File: config.mk
export PLATFORM = sky130hd
export DESIGN_NAME = kwm_ram
export DESIGN_NICKNAME = d
export VERILOG_FILES = /design/src/rtl/kwm_ram.sv
export SDC_FILE = /design/constraint.sdc
export NUM_CORES = 2
export LEC_CHECK = 0
export BUFFER_PORTS_ARGS = -buffer_cell sky130_fd_sc_hd__clkbuf_2
export CAP_MARGIN = 25
export CELL_PAD_IN_SITES_DETAIL_PLACEMENT = 0
export CELL_PAD_IN_SITES_GLOBAL_PLACEMENT = 1
export CORE_ASPECT_RATIO = 0.7
export CORE_MARGIN = 1
export CORE_UTILIZATION = 35
export CTS_CLUSTER_SIZE = 8
export DETAILED_ROUTE_END_ITERATION = 7
export PLACE_DENSITY_LB_ADDON = 0.1
export SLEW_MARGIN = 20
export SYNTH_ARGS = -nofsm -noshare
export SYNTH_HDL_FRONTEND = slang
export SYNTH_SLANG_ARGS = --single-unit
File: constraint.sdc
create_clock -name i_clk -period 12.1 [get_ports i_clk]
set_clock_uncertainty 0.15 [all_clocks]
set_input_delay 2.42 -clock i_clk [delete_from_list [all_inputs] [get_ports i_clk]]
set_output_delay 2.42 -clock i_clk [all_outputs]
set_load 0.005 [all_outputs]
File: src/rtl/kwm_ram.sv
`timescale 1ns / 1ps

module kwm_ram #(
    parameter int WIDTH = 32,
    parameter int DEPTH = 64
) (
    input  logic                     i_clk,
    input  logic                     i_we,
    input  logic [$clog2(DEPTH)-1:0] i_waddr,
    input  logic [WIDTH-1:0]         i_wdata,
    input  logic [$clog2(DEPTH)-1:0] i_raddr,
    output logic [WIDTH-1:0]         o_rdata
);

    logic [WIDTH-1:0] r_mem [DEPTH];
    logic [WIDTH-1:0] r_rdata;

    // Write port and registered read port
    always_ff @(posedge i_clk) begin
        if (i_we) begin
            r_mem[i_waddr] <= i_wdata;
        end
        r_rdata <= r_mem[i_raddr];
    end

    assign o_rdata = r_rdata;

endmodule

# [Yosys cells after proc, flatten, opt, wreduce, memory -nomap -nowiden]
# Memories as Yosys holds them, arrays and structs flattened. A register that Yosys moved wholly into a read port is not among the register bits.
# Cells that the tools add are included.
[totals] ff_bits=0 latch_bits=0 mem_bits_rw=2048 rom_bits=0 input_bits=46 out_inout_bits=32 elab_cells=3 mem_count=1
[mem_list] memory="r_mem" words=64 word_bits=32 read_ports=1 rd_clocked_by_memory_dff=1 wr=1 line="15" source="logic [WIDTH-1:0] r_mem [DEPTH];"
[classes] addsub=0 mul=0 div=0 n_lt_le_gt_ge=0 n_eq_ne=0 shift=0 mux=2 n_bitwise=0 reduce_logical=0
[op_table] operator="two-way mux 1 bit" count=2

# [Longest topological paths before layout]
[depth] word_depth=2 mapped_depth=10

# [Worst setup path before layout]
# OpenSTA, ideal clock, no wires.
[synth_path] path_kind="input-to-reg" startpoint="in i_waddr[3]" endpoint="mem r_mem[48][0] (enable)" setup_time_ps=461 arrival_ps=5119 t_required_ps=11489 path_slack_ps=6370 stages=4 path_cell_list="clkbuf_1 > nor2b_1 > nand4b_1 > nor3_1"
[synth_rtl] item="start, declared" line="9" source="input logic [$clog2(DEPTH)-1:0] i_waddr,"
[synth_rtl] item="end, declared" line="15"
# No word-level cell before the write port.

==> metrics.cfg <==
[power_and_ir_drop]
power_density_nw_per_um2=178
ir_drop_mv=0.107
power.leakage_nw=28.5

[setup_path]
critPathBufInv=3
critPathTopFamily=buffers and inverters
critPathRequiredTime_ns=12.62
critPathKind=primary input to flop
crit_path_start_kind=primary input
path_cells=buf_8, buf_4, buf_12, mux4_2, mux4_2, o22ai_1, nor2_1
slowest_delay_ns=0.71
arrival_ns=6.41
critPathCaptureType=flop
crit_slowest_cell=buf_4
path_max_fanout=111
crit_top_cell=mux4_2

[finish]
postLayoutCoreUtil_pct=41.2
register_area_um2=62100
n_fill_cell=19156
multi_input_area_um2=16000
fin_area_um2=91800
nNetsFinal=3708
area_growth_pct=17.0
drive_gt1_share_pct=30.3

[route]
ant_nets=0
wl_per_cell_um=34.9
routed_wl_mm=236
drtIter0Drc=4091
first_pass_iters=7
drc=0
vias=37455
vias_per_cell=5.55

[synth]
syn_area_um2=78500
synth_cell_types=34
synthMuxAreaShare_pct=16.8
yosys_warnings=0
ys_seq_elements=2080
synth_edf_count=2048
syn_area_per_cell_um2=23.6
yosysSeqAreaShare_pct=79.1
synth_area_leader_cell=edfxtp_1
synthTopCellsByCount=edfxtp_1, mux4_2, nor2_1, mux2i_1, o22ai_1
async_reset_ff_share_pct=0
synth_compound_gate_area_share_pct=1.67
synth_xor_area_share_pct=0
synth-simple-area-share_pct=1.27
synth_flop_cell=edfxtp_1
syn_inst=3324
synth_adder_area_share_pct=0
yosysTopAreaCellShare_pct=78.3
yosys-top-cells-area=edfxtp_1, mux4_2, mux2i_1
synth_most_common_cell=edfxtp_1
synth_top_family_by_area=multiplexers
syn-num-nets=3370

[cts]
cts.sink_count=2080
clockBufferDepth=4
cts_tree=built
htree_levels=5
cts_buffers=302
worstSkewPairLatency_ns=0.82
root_buffer=clkbuf_16
cts.clk_slew.worst_paths_ns=0.05
postCtsSetupBuffers=0
cts-resized-gates=0
hold_buffers=0

[placed_design]
place_congestion=0.741
io_buffer_count=77
postPlaceCellArea_um2=83300
dp_hpwl_mm=124

[grt]
grt.overflow.total=0
antenna_found_initial=3
grt_max_degree=121
grt_pass1_vias=39875
grt_pass1_wl_mm=326
grt_usage_pct=20.9

[flow_run]
maxCapViolations=0

[sta]
holdWs_ns=0.587
setup_viol=0
hold_violations=0
min_period_ns=5.90
final.period_utilization_pct=48.7
fmaxAchievable_mhz=170
slew_headroom_pct=32.4
rsz0062_at_grt=false
fin_tns_setup_ns=0
tightest_slew_ns=1.01
maxSlewViolCount=0

[outcome]
outcome=complete, no violations

[min_path]
hp-class=flop to flop

[floorplan]
die_h_um=398
rows=145
initial_utilization_pct=35.2
pin_count=78
fp.dieW_um=568
core_region_area_um2=223000
die_area_um2=226000

==> flip-flops by register name, summed over array words and instances, names as in the netlist <==
signal and flops:
o_rdata 32, r_mem 2048
==> through the flow <==
| stage | cells | worst slack (ns) | power, mW |
|---|---|---|---|
| after detailed placement | 6293 | 5.16 | 8.91 |
| after CTS | 6742 | 6.05 | 16.6 |
| after global routing | 6747 | 5.94 | 16.9 |
| after floorplan | 3324 | 6.37 | 8.53 |
| after global placement | 6287 | 5.18 | 8.89 |
| final | 6748 | 6.20 | 16.4 |
==> kinds of logic (layout without fill, tap and decap cells) <==
kind of cell,count (synthesis),in the layout
other,0,1
AND/OR/NAND/NOR,223,223
buffers and inverters,182,665
multiplexers,637,637
AO/OA/AOI/OAI,202,202
flip-flops,2080,2080
==> layout make-up <==
type	count	area share, %
diodes	1	0.00272
clock buffers	436	8.96
clock inverters	13	0.158
multi-input cells	1062	17.4
flip-flops and latches	2080	67.7
well taps	2940	4.01
repair buffers	216	1.81
==> power by group <==
part	switching, mW	internal (mW)
clock network	2.97	4.64
logic	0.456	0.268
registers	0.0348	7.99
==> worst min-delay path, delay by kind of cell, from the launching register on <==
kind               cells  cell delay (ns)
AOI/OAI and AO/OA      1             0.08
DFF                    1             0.31
muxes                  1             0.06
and+or+nand+nor        2             0.23
==> cell usage in the layout, fill, tap and decap left out, types with 12 or more instances in the layout <==
| cell | Yosys | layout |
|---|---|---|
| dfxtp_1 | 32 | 32 |
| a21oi_1 | 62 | 62 |
| mux4_2 | 544 | 544 |
| o22ai_1 | 84 | 84 |
| nor2b_1 | 15 | 14 |
| a22oi_1 | 12 | 12 |
| o221ai_1 | 27 | 27 |
| nor2_1 | 137 | 75 |
| edfxtp_1 | 2048 | 2048 |
| nor2_4 | 0 | 62 |
| clkbuf_1 | 74 | 126 |
| clkbuf_16 | 0 | 310 |
| nand2_1 | 26 | 26 |
| mux2i_1 | 93 | 93 |
| buf_4 | 25 | 124 |
| clkbuf_2 | 0 | 70 |
==> metal layers <==
metal  up-vias  wire length, µm  track usage (%)
li1      14962                -                -
met3       337            12300             3.02
met1     20904           111000             31.4
met2      1250           108000             32.2
met5         -               13                0
met4         2             4760             4.75
==> path summary, 6_finish.rpt <==
| check | slack (ns) | from | depth (start not counted) | endpoint |
|---|---|---|---|---|
| worst min register to register | 0.59 | r_mem[28][20]$_DFFE_PP_ | 4 | o_rdata[20]$_DFF_P_ |
| worst max register to register | 9.63 | r_mem[44][23]$_DFFE_PP_ | 4 | o_rdata[23]$_DFF_P_ |
| worst max-delay path | 6.20 | i_raddr[0] | 7 | o_rdata[3]$_DFF_P_ |
| worst min-delay path | 0.59 | r_mem[28][20]$_DFFE_PP_ | 4 | o_rdata[20]$_DFF_P_ |
No activity file was read; power rests on OpenSTA's default activity.
